==> config.mk <==
export PLATFORM = sky130hd
export DESIGN_NAME = rpc_regs
export DESIGN_NICKNAME = d
export VERILOG_FILES = /design/src/design/rpc_pkg.sv /design/src/design/rpc_regs.sv
export SDC_FILE = /design/constraint.sdc
export NUM_CORES = 1
export LEC_CHECK = 0
export BUFFER_PORTS_ARGS = -buffer_cell sky130_fd_sc_hd__buf_2
export CORE_ASPECT_RATIO = 2
export CORE_UTILIZATION = 35
export DETAILED_ROUTE_END_ITERATION = 6
export GPL_TIMING_DRIVEN = 1
export PLACE_DENSITY = 0.65
export SYNTH_ARGS = -nofsm -noshare
export SYNTH_HDL_FRONTEND = slang
export SYNTH_SLANG_ARGS = --single-unit
==> constraint.sdc <==
create_clock -name clk -period 1 [get_ports clk]
set_input_delay 0.2 -clock clk [delete_from_list [all_inputs] [get_ports clk]]
set_output_delay 0.2 -clock clk [all_outputs]
set_load 0.02 [all_outputs]
==> src/design/rpc_pkg.sv <==
// Shared types, constants and colormap tables of the raster pixel colorizer.
package rpc_pkg;

    localparam int BAND_W     = 32;
    localparam int NUM_W      = 33;
    localparam int DIFF_W     = 34;
    localparam int PT_W       = 17;
    localparam int IDX_W      = 6;
    localparam int CNT_W      = 5;
    localparam int CMAP_N_PTS = 44;
    localparam int ADDR_W     = 4;
    localparam int DATA_W     = 32;
    localparam logic [7:0] ALPHA_OPAQUE = 8'hFF;

    typedef struct packed {
        logic signed [BAND_W-1:0] band_first;
        logic signed [BAND_W-1:0] band_second;
        logic signed [BAND_W-1:0] band_third;
    } sample_t;

    typedef struct packed {
        logic [7:0] red;
        logic [7:0] green;
        logic [7:0] blue;
        logic [7:0] alpha;
    } pixel_t;

    typedef enum logic [1:0] {
        MODE_GRAY   = 2'd0,
        MODE_PSEUDO = 2'd1,
        MODE_RGB    = 2'd2
    } mode_t;

    typedef enum logic [1:0] {
        REG_MIN_VALUE   = 2'd0,
        REG_MAX_VALUE   = 2'd1,
        REG_RENDER_MODE = 2'd2,
        REG_COLOR_MAP   = 2'd3
    } reg_idx_t;

    typedef struct packed {
        logic signed [31:0] min_value;
        logic signed [31:0] max_value;
        logic [1:0]         render_mode;
        logic [2:0]         color_map;
    } cfg_t;

    typedef struct packed {
        logic [PT_W-1:0] r;
        logic [PT_W-1:0] g;
        logic [PT_W-1:0] b;
    } cmap_pt_t;

    // Control points of all maps, Q1.16, maps stored back to back.
    localparam cmap_pt_t CMAP_PTS [CMAP_N_PTS] = '{
        '{0,0,0}, '{65536,65536,65536},
        '{17498,328,21561}, '{18481,13828,34210}, '{18285,22741,39715},
        '{14352,30409,36438}, '{8454,36831,28770}, '{10027,45679,24576},
        '{27525,53215,15860}, '{59179,62325,22872}, '{65339,59048,44892},
        '{61669,48038,62390}, '{63504,28312,57803}, '{60424,24969,6947},
        '{0,0,33751}, '{0,0,65536}, '{0,32768,65536}, '{0,65536,65536},
        '{32768,65536,32768}, '{65536,65536,0}, '{65536,32768,0}, '{65536,0,0},
        '{32768,0,0},
        '{12452,3277,15139}, '{20578,2687,30540}, '{25428,16777,30474},
        '{28049,30540,24510}, '{26477,44564,4391}, '{0,51184,13631},
        '{0,55575,33096}, '{0,57475,48890}, '{0,51380,61276},
        '{16253,42533,63504}, '{30867,28574,4391}, '{43647,53740,46662},
        '{59376,51118,12321}, '{65339,47710,5112}, '{64750,41681,5636},
        '{52232,19399,6947}, '{50790,6291,3736}, '{63504,18022,2818},
        '{63635,36766,10813}, '{65405,49807,16253}, '{64815,58655,19661}
    };

    function automatic cmap_pt_t cmap_point(input logic [IDX_W-1:0] idx);
        cmap_pt_t pt;
        pt = '0;
        if (idx < IDX_W'(CMAP_N_PTS))
        begin
            pt = CMAP_PTS[idx];
        end
        return pt;
    endfunction

    // Index of the first control point of a map; unknown maps fall back to gray.
    function automatic logic [IDX_W-1:0] cmap_first(input logic [2:0] sel);
        logic [IDX_W-1:0] f;
        case (sel)
            3'd1:    f = IDX_W'(2);
            3'd2:    f = IDX_W'(14);
            3'd3:    f = IDX_W'(23);
            default: f = IDX_W'(0);
        endcase
        return f;
    endfunction

    // Number of segments of a map (control points minus one).
    function automatic logic [CNT_W-1:0] cmap_segs(input logic [2:0] sel);
        logic [CNT_W-1:0] n;
        case (sel)
            3'd1:    n = CNT_W'(11);
            3'd2:    n = CNT_W'(8);
            3'd3:    n = CNT_W'(20);
            default: n = CNT_W'(1);
        endcase
        return n;
    endfunction

endpackage

==> src/design/rpc_regs.sv <==
// Configuration register file with its bus port.
module rpc_regs (
    input  logic                         clk,
    input  logic                         rst_n,
    input  logic                         psel,
    input  logic                         penable,
    input  logic                         pwrite,
    input  logic [rpc_pkg::ADDR_W-1:0]   paddr,
    input  logic [rpc_pkg::DATA_W-1:0]   pwdata,
    output logic [rpc_pkg::DATA_W-1:0]   prdata,
    output logic                         pready,
    output rpc_pkg::cfg_t                cfg
);
    import rpc_pkg::*;

    cfg_t cfg_reg;
    cfg_t cfg_next;

    always_comb
    begin
        cfg_next = cfg_reg;
        if (psel && penable && pwrite)
        begin
            case (paddr[ADDR_W-1:2])
                REG_MIN_VALUE:   cfg_next.min_value   = pwdata;
                REG_MAX_VALUE:   cfg_next.max_value   = pwdata;
                REG_RENDER_MODE: cfg_next.render_mode = pwdata[1:0];
                REG_COLOR_MAP:   cfg_next.color_map   = pwdata[2:0];
                default:         cfg_next = cfg_reg;
            endcase
        end
    end

    always_ff @(posedge clk or negedge rst_n)
    begin
        if (!rst_n)
        begin
            cfg_reg.min_value   <= 32'sd0;
            cfg_reg.max_value   <= 32'sd255;
            cfg_reg.render_mode <= MODE_GRAY;
            cfg_reg.color_map   <= 3'd0;
        end
        else
        begin
            cfg_reg <= cfg_next;
        end
    end

    always_comb
    begin
        case (paddr[ADDR_W-1:2])
            REG_MIN_VALUE:   prdata = cfg_reg.min_value;
            REG_MAX_VALUE:   prdata = cfg_reg.max_value;
            REG_RENDER_MODE: prdata = {30'd0, cfg_reg.render_mode};
            REG_COLOR_MAP:   prdata = {29'd0, cfg_reg.color_map};
            default:         prdata = '0;
        endcase
    end

    assign pready = 1'b1;
    assign cfg    = cfg_reg;

endmodule

==> summary.txt <==
GRT
  – GRT Util Overall: 0.236
  – Initial antenna violation count: 0
  – GRT Residual Overflow: 0
  – Largest net degree at the start of global routing: 37
  – Vias in the first global route: 3,154
  – First-pass GRT wire length: 17,000 µm

Floorplan
  – Die ar.: 9660 µm²
  – Initial Utilization: 0.361
  – # IOs: between 100 and 150
  – Row cnt: 49
  – Horiz. Die Dim: 70.0 µm
  – Die height: 138 µm
  – Core region area: 8950 µm²

Setup path
  – CP max-delay cell: mux4_2
  – Crit-path cells: mux4_2 -> buf_6
  – Max incr delay on CP: 480 ps
  – Worst EP required: 800 ps
  – Worst-path fanout max: 2
  – Worst Path Arrival: 1370 ps
  – Crit. End Element: primary output
  – Startpoint class of the critical path: flip-flop
  – Crit path kind: flip-flop to primary output

Finish
  – Share of cells above drive strength 1: 0.818
  – Commonest non-fill, non-tap cell in the layout: buf_6
  – Ant. Diodes: 0
  – Synth-to-Final Area Change: 100%
  – Fin area: 6470 µm²
  – Layout Nets: 520
  – Filler Cell Count: 558
  – Largest register FFs: 69
  – Most frequent cells in the layout: 170 x buf_6, 63 x mux2_4, 55 x dfrtp_1, 37 x buf_2, 36 x buf_4
  – Sequential cell area: 1740 µm²
  – Multi-input logic area: 1630 µm²

Logic synthesis
  – Avg Synthesized Cell Area: about 14 µm²
  – YS warnings: 0
  – Syn nets: ~270
  – Sequential share of the synthesized area: 0.537
  – Cell count after synthesis: approximately 230
  – Synth area leaders: dfrtp_1 47%, mux2_4 14%, mux2_2 13%
  – Yosys cell types: 20
  – Yosys top cell by area: dfrtp_1
  – Synthesis-stage register bit count: 69
  – Top cell type's share of synthesized area: 0.472
  – Synthesized area: 3240 µm²

Place
  – Buffers on Ports: 139
  – Routability congestion estimate: 0.777
  – Dpl hpwl: around 6000 µm
  – Placed inst area: around 4500 µm²

STA
  – Final min period: 1570 ps
  – Period utilisation layout: 1.57
  – Setup TNS: -31,510 ps
  – Slew Viols, Final: 0
  – RSZ-0062 raised after global routing: yes
  – Fmax: 638 MHz
  – Final setup margin: -568 ps
  – Worst hold slack: 121 ps
  – Final setup vio count: 165
  – Hold Vio Cnt, Final: 0
  – Clock skew: 0 ps

Pwr
  – LEAKAGE: roughly 3.3 nW
  – PwrDens: 2170 nW/µm²
  – Total power: between 0.01 and 0.015 W
  – Peak supply drop: about 1.4 mV

Detailed routing
  – Routed WL: 11,800 µm
  – Wire length on met1: around 4000 µm
  – Vias per cell: 4.91
  – Detail Route Antenna Nets: 0
  – Post-route DRC: 0
  – Drt wl/cell: 20.1 µm
  – Top Metal Used: met4
  – Met2 wire len: approximately 7000 µm
  – Vias: roughly 2,900
  – Met3 WL: around 420 µm
  – DR pass1 iterations: 4
  – Iteration-0 DRC Markers: 114

Status
  – Status: finished, violations left
  – Failing checks: negative setup slack

Clock tree
  – Worst-path clk slew: 50 ps
  – CTS tree: yes
  – H-tree depth: 3
  – Clk sinks: 69
  – Cts bufs inserted: 9
  – Clock Tree Buf Depth: 2
  – Skew-Pair Late Insertion Delay: 330 ps
  – CTS Root Cell: clkbuf_16

Hold path
  – Hold Crit Class: input pin to flip-flop

Run
  – Max_cap viols: 0
## synthesized netlist by cell type (all sizes together)
library cell and instances:
mux4 2, nand4 1, nor2 30, or3 1, dfrtp 61, clkbuf 3
mux2i 30, nand3 2, conb 1, dfstp 8, mux2 69, buf 13
or2 1, inv 1, o21ai 1, nor3 1
## report_power, final
part           internal [W]  switching (W)  total [W]  leakage, nW
Clock               0.00181        0.00114    0.00295        0.137
Combinational       0.00418        0.00282    0.00700         2.30
Sequential          0.00352       0.000548    0.00407        0.825
Total               0.00951        0.00451     0.0140         3.26
## metal layers
metal	vias to the layer above	global-route usage
li1	1294	-
met1	1450	0.232
met2	105	0.463
met3	29	0.0356
met4	0	0.130
met5	-	0
## logic make-up (layout without fill, tap and decap cells)
family	Yosys count	in the layout	share of synthesized area
AND/OR/NAND/NOR	36	36	0.0468
AO/OA/AOI/OAI	1	1	0.00155
flip-flops	69	69	0.537
buffers and inverters	17	276	0.0321
other	1	1	0.00116
multiplexers	101	101	0.382
## what timing repair did
| item | 4_1_cts | 5_1_grt |
|---|---|---|
| buffers inserted | 57 | 51 |
| resized for setup | 304 | 67 |
| gates cloned | 7 | 0 |
| hold endpoints to repair | 61 | 0 |
| pin swaps | 3 | 8 |
| hold buffers | 1 | 0 |
| endpoints found under the setup margin | 165 | 166 |
## final timing paths
| kind | start | to | slack, ps | depth (start not counted) |
|---|---|---|---|---|
| max reg2reg | cfg[26]$_DFFE_PN0P_ | cfg[26]$_DFFE_PN0P_ | -150 | 4 |
| min reg2reg | cfg[46]$_DFFE_PN0P_ | cfg[46]$_DFFE_PN0P_ | 540 | 1 |
| max | cfg[1]$_DFFE_PN0P_ | prdata[1] | -570 | 2 |
| min in group asynchronous | rst_n | cfg[17]$_DFFE_PN0P_ | 420 | 3 |
| min | pwdata[4] | cfg[41]$_DFFE_PN0P_ | 120 | 2 |
| max in group asynchronous | rst_n | cfg[5]$_DFFE_PN1P_ | 310 | 3 |
## stage by stage
stage	setup slack, ps	utilization	std cells
after floorplan	-390	-	225
after global placement	-504	0.497	495
after detailed placement	-518	0.497	495
after CTS	-573	0.710	575
after global routing	-597	0.723	586
final	-568	0.723	586
## critical path: cells and delay by family (launching register included)
kind / cells / cell delay (ps)
flops: 1 / 410
buf+inv: 1 / 150
mux: 1 / 480
## cell type report
class,instances,share of cell area
Timing Repair Buffer,259,0.416
Sequential cell,69,0.269
Multi-Input combinational cell,139,0.252
Clock buffer,14,0.0408
Tap cell,102,0.0197
Clock inverter,2,0.00155
Inverter,1,0.000580
No activity file was read; power rests on OpenSTA's default activity.
