===== src/design/rpc_pkg.sv =====
// Shared types, constants and colormap tables of the raster pixel colorizer.
package rpc_pkg;

    localparam int BAND_W     = 32;
    localparam int NUM_W      = 33;
    localparam int DIFF_W     = 34;
    localparam int PT_W       = 17;
    localparam int IDX_W      = 6;
    localparam int CNT_W      = 5;
    localparam int CMAP_N_PTS = 44;
    localparam int ADDR_W     = 4;
    localparam int DATA_W     = 32;
    localparam logic [7:0] ALPHA_OPAQUE = 8'hFF;

    typedef struct packed {
        logic signed [BAND_W-1:0] band_first;
        logic signed [BAND_W-1:0] band_second;
        logic signed [BAND_W-1:0] band_third;
    } sample_t;

    typedef struct packed {
        logic [7:0] red;
        logic [7:0] green;
        logic [7:0] blue;
        logic [7:0] alpha;
    } pixel_t;

    typedef enum logic [1:0] {
        MODE_GRAY   = 2'd0,
        MODE_PSEUDO = 2'd1,
        MODE_RGB    = 2'd2
    } mode_t;

    typedef enum logic [1:0] {
        REG_MIN_VALUE   = 2'd0,
        REG_MAX_VALUE   = 2'd1,
        REG_RENDER_MODE = 2'd2,
        REG_COLOR_MAP   = 2'd3
    } reg_idx_t;

    typedef struct packed {
        logic signed [31:0] min_value;
        logic signed [31:0] max_value;
        logic [1:0]         render_mode;
        logic [2:0]         color_map;
    } cfg_t;

    typedef struct packed {
        logic [PT_W-1:0] r;
        logic [PT_W-1:0] g;
        logic [PT_W-1:0] b;
    } cmap_pt_t;

    // Control points of all maps, Q1.16, maps stored back to back.
    localparam cmap_pt_t CMAP_PTS [CMAP_N_PTS] = '{
        '{0,0,0}, '{65536,65536,65536},
        '{17498,328,21561}, '{18481,13828,34210}, '{18285,22741,39715},
        '{14352,30409,36438}, '{8454,36831,28770}, '{10027,45679,24576},
        '{27525,53215,15860}, '{59179,62325,22872}, '{65339,59048,44892},
        '{61669,48038,62390}, '{63504,28312,57803}, '{60424,24969,6947},
        '{0,0,33751}, '{0,0,65536}, '{0,32768,65536}, '{0,65536,65536},
        '{32768,65536,32768}, '{65536,65536,0}, '{65536,32768,0}, '{65536,0,0},
        '{32768,0,0},
        '{12452,3277,15139}, '{20578,2687,30540}, '{25428,16777,30474},
        '{28049,30540,24510}, '{26477,44564,4391}, '{0,51184,13631},
        '{0,55575,33096}, '{0,57475,48890}, '{0,51380,61276},
        '{16253,42533,63504}, '{30867,28574,4391}, '{43647,53740,46662},
        '{59376,51118,12321}, '{65339,47710,5112}, '{64750,41681,5636},
        '{52232,19399,6947}, '{50790,6291,3736}, '{63504,18022,2818},
        '{63635,36766,10813}, '{65405,49807,16253}, '{64815,58655,19661}
    };

    function automatic cmap_pt_t cmap_point(input logic [IDX_W-1:0] idx);
        cmap_pt_t pt;
        pt = '0;
        if (idx < IDX_W'(CMAP_N_PTS))
        begin
            pt = CMAP_PTS[idx];
        end
        return pt;
    endfunction

    // Index of the first control point of a map; unknown maps fall back to gray.
    function automatic logic [IDX_W-1:0] cmap_first(input logic [2:0] sel);
        logic [IDX_W-1:0] f;
        case (sel)
            3'd1:    f = IDX_W'(2);
            3'd2:    f = IDX_W'(14);
            3'd3:    f = IDX_W'(23);
            default: f = IDX_W'(0);
        endcase
        return f;
    endfunction

    // Number of segments of a map (control points minus one).
    function automatic logic [CNT_W-1:0] cmap_segs(input logic [2:0] sel);
        logic [CNT_W-1:0] n;
        case (sel)
            3'd1:    n = CNT_W'(11);
            3'd2:    n = CNT_W'(8);
            3'd3:    n = CNT_W'(20);
            default: n = CNT_W'(1);
        endcase
        return n;
    endfunction

endpackage


===== src/design/rpc_divider.sv =====
// Pipelined restoring divider lane, one quotient bit per stage.
module rpc_divider #(
    parameter int FRACTION_BITS = 16
) (
    input  logic                        clk,
    input  logic                        adv,
    input  logic [rpc_pkg::NUM_W-1:0]   num,
    input  logic [rpc_pkg::NUM_W-1:0]   den,
    input  logic                        full,
    output logic [FRACTION_BITS:0]      quot,
    output logic                        quot_full
);
    import rpc_pkg::*;

    localparam int NSTG = FRACTION_BITS + 1;

    logic [NUM_W-1:0]         rem_reg  [NSTG];
    logic [FRACTION_BITS:0]   q_reg    [NSTG];
    logic                     full_reg [NSTG];
    logic [NUM_W-1:0]         rem_next [NSTG];
    logic [FRACTION_BITS:0]   q_next   [NSTG];
    logic                     full_next[NSTG];

    genvar i;
    generate
        for (i = 0; i < NSTG; i++)
        begin : g_stage
            logic [NUM_W-1:0]       rem_in;
            logic [FRACTION_BITS:0] q_in;
            logic                   full_in;
            logic [NUM_W:0]         shifted;
            logic                   ge;

            if (i == 0)
            begin : g_first
                assign rem_in  = num;
                assign q_in    = '0;
                assign full_in = full;
            end
            else
            begin : g_rest
                assign rem_in  = rem_reg[i-1];
                assign q_in    = q_reg[i-1];
                assign full_in = full_reg[i-1];
            end

            // The remainder stays below the divisor, so one compare and subtract per bit.
            assign shifted = {rem_in, 1'b0};
            assign ge      = (shifted >= {1'b0, den});

            always_comb
            begin
                if (ge)
                begin
                    rem_next[i] = NUM_W'(shifted - {1'b0, den});
                end
                else
                begin
                    rem_next[i] = shifted[NUM_W-1:0];
                end
                q_next[i]    = {q_in[FRACTION_BITS-1:0], ge};
                full_next[i] = full_in;
            end

            always_ff @(posedge clk)
            begin
                if (adv)
                begin
                    rem_reg[i]  <= rem_next[i];
                    q_reg[i]    <= q_next[i];
                    full_reg[i] <= full_next[i];
                end
            end
        end
    endgenerate

    assign quot      = q_reg[NSTG-1];
    assign quot_full = full_reg[NSTG-1];

endmodule


===== config.mk =====
export PLATFORM = sky130hd
export DESIGN_NAME = rpc_divider
export DESIGN_NICKNAME = d
export VERILOG_FILES = /design/src/design/rpc_pkg.sv /design/src/design/rpc_divider.sv
export SDC_FILE = /design/constraint.sdc
export NUM_CORES = 2
export LEC_CHECK = 0
export BUFFER_PORTS_ARGS = -buffer_cell sky130_fd_sc_hd__buf_4
export CAP_MARGIN = 20
export CORE_AREA = 2 2 306 308
export CTS_BUF_LIST = sky130_fd_sc_hd__clkbuf_2 sky130_fd_sc_hd__clkbuf_4 sky130_fd_sc_hd__clkbuf_8
export CTS_CLUSTER_SIZE = 24
export DETAILED_ROUTE_END_ITERATION = 7
export DIE_AREA = 0 0 308 310
export PLACE_DENSITY = 0.79
export SYNTH_ARGS = -nofsm -noshare
export SYNTH_HDL_FRONTEND = slang
export SYNTH_SLANG_ARGS = --single-unit

===== constraint.sdc =====
create_clock -name clk -period 3.9 [get_ports clk]
set_clock_uncertainty 0.15 [all_clocks]
set_input_delay 0.78 -clock clk [delete_from_list [all_inputs] [get_ports clk]]
set_output_delay 0.78 -clock clk [all_outputs]
set_load 0.03 [all_outputs]

==> results.txt <==
The wire length per cell after detailed routing came out at between 20 and 25 um. The insertion delay of the later-clocked pin in the worst-skew pair came out at 0.85 ns. STA classifies the critical path endpoint as a flop. For this run, the top clock speed supported by timing is 268.2 MHz. Summing internal, switching and leakage power gives approximately 64 mW. The clock tree root driver cell is clkbuf_8. Among the stages of the critical path, the cell type that occurs most often is a31oi_2.

The final RePlAce weighted congestion is about 1.0. The row count is 112. The core region is between 90,000 and 100,000 sq um.

For the pin with the worst max-slew slack, the measured transition is slightly below 0.9 ns. The largest vdd supply drop is between 600 and 700 uV. Sequential cells were found to cover about two fifths of the synthesized design area.

The number of setup violations in the final report came out at 0. The number of H-tree branching levels is 4. The clock sink total came out at about 700. The flow ran to the end, and the final reports show no timing, DRC or antenna violations.

The number of unique standard cell types used by synthesis came out at between 90 and 100. The final count of pins violating max slew came out at 0. The worst relative slew slack is about two fifths.

The clock transition time at the flip-flop clock pins of the worst setup and hold paths is ~0.06 ns. The largest individual stage delay along the critical path comes from the cell edfxtp_1. In this design, the largest share of critical-path delay is due to compound AO/OA/AOI/OAI gates.

The final critical delay including setup and external delays came out at approximately 3.7 ns. TritonCTS built the clock tree. The number of antenna violations at the first check in global routing came to 6.

The critical path goes through ha_4 > a211oi_1 > nor2_1 > or4_1 > a31oi_2 > a31oi_2 > buf_4 > o2111ai_1 > nand3b_1 > a2111oi_1 > nor3_1 > mux2_2. The final antenna-violating net count is 0. The flip-flop count of the largest register, all copies and words added came out at ~530. In this run switching power makes up roughly two fifths of total power. The minimum hold slack is between 0.08 and 0.09 ns. The most used flip-flop cell after synthesis is edfxtp_1.

Registers take between 20,000 and 25,000 sq um. In this run, the clock network consumes between 10% and 20% of the power. The initial detailed-routing violation count came out at ~5.0k. The filler-free cell count of the finished design is 8,277. The worst setup path is of the flop to flop kind. The yosys synthesis warning count came out at 0.

Combinational cells account for between 60 and 70% of the total power. Global routing consumed, over all layers together, a little under two fifths of the routing resources. The type of the worst min-delay path is input pin to flop. The hold violation total from the final report is 0. The part of the cycle the worst path needs came out at a little over nine tenths.

Counting both buffers and inverters, the worst setup path holds a total of 1. During I/O placement, the number of pins put on the boundary was 87. The maximum root-to-sink buffer count came out at 3.

The largest net degree at the start of global routing came out at 91. STA classifies the critical path startpoint as a flop. The multi-input combinational cells in the finished layout cover a total of around 33,000 sq um. The number of iterations in the first detailed-routing pass came out at 8. The mean cell area of the mapped netlist is a little under 10 sq um. The via count normalized by instance count is around 6.2.

The number of placed instances with taps included came out at approximately 8k. In the routed design, unresolved DRC markers number 0. The synthesized netlist cell count came out at ~5.6k. The sequential group share of total power came out at 24.9%. Of all nets on the critical path, the largest fanout is 5.

The arrival time at the worst endpoint came out at approximately 4.2 ns. The die boundary height is 310 um. The reported max-cap violation count came out at 0. Summed over all cells, the static leakage comes to slightly above 30 nW. Of all cell types, the one taking the most synthesized area is edfxtp_1. The fraction of layout instances using a drive strength above 1 is between 20% and 30%.

The fraction of synthesized cell area taken by the top area cell type is about two fifths. Ranked by total cell area, the synthesized netlist is headed by edfxtp_1, ha_1, a21oi_1. The endpoint required time on the critical path came out at around 4.3 ns. The post-synthesis cell area came out at roughly 55,000 sq um.

The switching power total is approximately 26 mW. The final layout contains approximately 7.6k nets. The total via count after detailed routing is 51.20k. The floorplan step defined a die boundary enclosing between 90,000 and 100,000 sq um. The final HPWL from detailed placement came out at 143,600 um. The count of flip-flops with a built-in enable after synthesis is between 600 and 700. On the worst path, the slowest cell contributes a delay of roughly 0.50 ns.

Setup repair after global routing left no endpoint under its margin. The power density over cell area came out at 907.8 nW/um^2. The count of buffers from port buffering came out at 86. The number of fill cells is around 6.5k.

The number of global-route vias before repair is 51.00k. The first global-routing pass estimated 280,500 um of wire. The area growth from synthesis to final layout came out at 27.76%. The internal power came out at around 37 mW. The total detailed-routing wirelength came out at roughly 180,000 um.

The count of state elements after synthesis is between 600 and 700. The total congestion overflow after global routing came out at 0. The effective utilization at floorplan is roughly three fifths. The total clock buffers created by CTS came out at 133.

Counting flops with an async set or reset pin after synthesis yields a share of 0%. The die width came out at ~310 um. The net count of the mapped netlist came out at 6,268.
[worst paths after layout]
check	start	to	slack [ns]	cells past startpoint
worst max-delay path	rem_reg[0][406]$_DFFE_PP_	rem_reg[0][457]$_DFFE_PP_	0.17	12
worst min-delay path	num[29]	rem_reg[0][30]$_DFFE_PP_	0.09	3
worst max register to register	rem_reg[0][406]$_DFFE_PP_	rem_reg[0][457]$_DFFE_PP_	0.17	12
worst min register to register	q_reg[1][74]$_DFFE_PP_	q_reg[1][92]$_DFFE_PP_	0.26	0
[tightest hold or removal path, cell delays in order]
cell	delay (ns)
buf_4	0.09
nand2_1	0.04
o21ai_0	0.06
[per-layer routing]
| layer | routed length, um | track usage (%) |
|---|---|---|
| met4 | 17050 | 31.89 |
| met3 | 14950 | 7.036 |
| met5 | 11 | 0 |
| met1 | 67530 | 43.77 |
| met2 | 84670 | 62.97 |
[kinds of logic (layout without fill, tap and decap cells)]
logic type | count (synthesis) | count (layout) | share of synthesized area (%)
DFF | 698 | 698 | 38.19
other | 0 | 5 | 0
xor gates and xnor gates | 417 | 417 | 6.655
and+or+nand+nor | 1512 | 1512 | 13.10
adders and majority gates | 576 | 576 | 13.35
buffers and inverters | 348 | 1800 | 2.551
AOI/OAI and AO/OA | 1840 | 1840 | 21.43
muxes | 232 | 232 | 4.731
[synthesized netlist by cell type, drive strengths merged (31+ instances only)]
master,instances
o21bai,81
xnor2,252
buf,46
nand2,552
a21oi,450
ha,560
xor2,165
o21ai,492
inv,191
nand2b,75
nor2b,89
a21boi,31
and2,43
o31ai,62
clkbuf,111
nand4,79
o21a,86
a211oi,55
nor3,88
a21o,276
edfxtp,698
and3,55
nor2,307
mux2,219
nand3,100
a31oi,64
[placed cells by master (no fill, tap or decap), types with 73 or more instances in the layout]
| cell | Yosys | layout |
|---|---|---|
| o21ai_0 | 357 | 357 |
| ha_1 | 560 | 550 |
| xor2_1 | 165 | 165 |
| nor2b_1 | 89 | 89 |
| o21ai_1 | 135 | 134 |
| clkbuf_8 | 0 | 138 |
| nand2b_1 | 75 | 75 |
| a21o_1 | 276 | 276 |
| nand3_1 | 100 | 100 |
| a21oi_1 | 447 | 444 |
| nor2_1 | 307 | 306 |
| xnor2_1 | 252 | 252 |
| o21a_1 | 85 | 84 |
| inv_1 | 186 | 174 |
| o21bai_1 | 81 | 81 |
| nand4_1 | 79 | 79 |
| nand2_1 | 552 | 550 |
| nor3_1 | 88 | 87 |
| edfxtp_1 | 698 | 698 |
| mux2_1 | 153 | 153 |
| buf_12 | 0 | 73 |
| buf_4 | 8 | 1296 |
[power groups by stage]
stage	clock network, mW	registers [mW]	logic (mW)
floorplan	0	14.4	24.3
global placement	0	15.8	37.7
detailed placement	0	15.8	38.8
CTS	8.03	15.7	39.2
global route	8.32	16.0	43.4
finish	7.92	15.9	39.9
[stage by stage]
| step | instance area, sq um | utilization, % | setup TNS [ns] | setup WS, ns |
|---|---|---|---|---|
| 2_1_floorplan | 55140 | - | -5.891 | -0.09460 |
| 3_3_place_gp | 67240 | 72.70 | -131.88 | -0.4661 |
| 3_5_place_dp | 67240 | 72.70 | -155.83 | -0.6428 |
| 4_1_cts | 70070 | 75.76 | 0 | 0.08860 |
| 5_1_grt | 70120 | 75.81 | 0 | 0.01505 |
| 6_report | 70120 | 75.81 | 0 | 0.1717 |
[timing repair]
| action | CTS | global route |
|---|---|---|
| endpoints found under the hold margin | 1 | 0 |
| resized for setup | 0 | 8 |
| hold buffers | 1 | 0 |
| endpoints found under the setup margin | 0 | 39 |
| setup buffers | 0 | 0 |
[final cells by class]
class                           instances  share of cell area [%]
Tap cell                             1197                   2.136
Timing Repair Buffer                 1371                   16.00
Clock buffer                          172                   3.073
Multi-Input combinational cell       4577                   46.85
Antenna cell                            5                 0.01784
Inverter                              191                   1.087
Sequential cell                       698                   29.89
Clock inverter                         66                  0.9493
(Power assumes the default switching activity.)
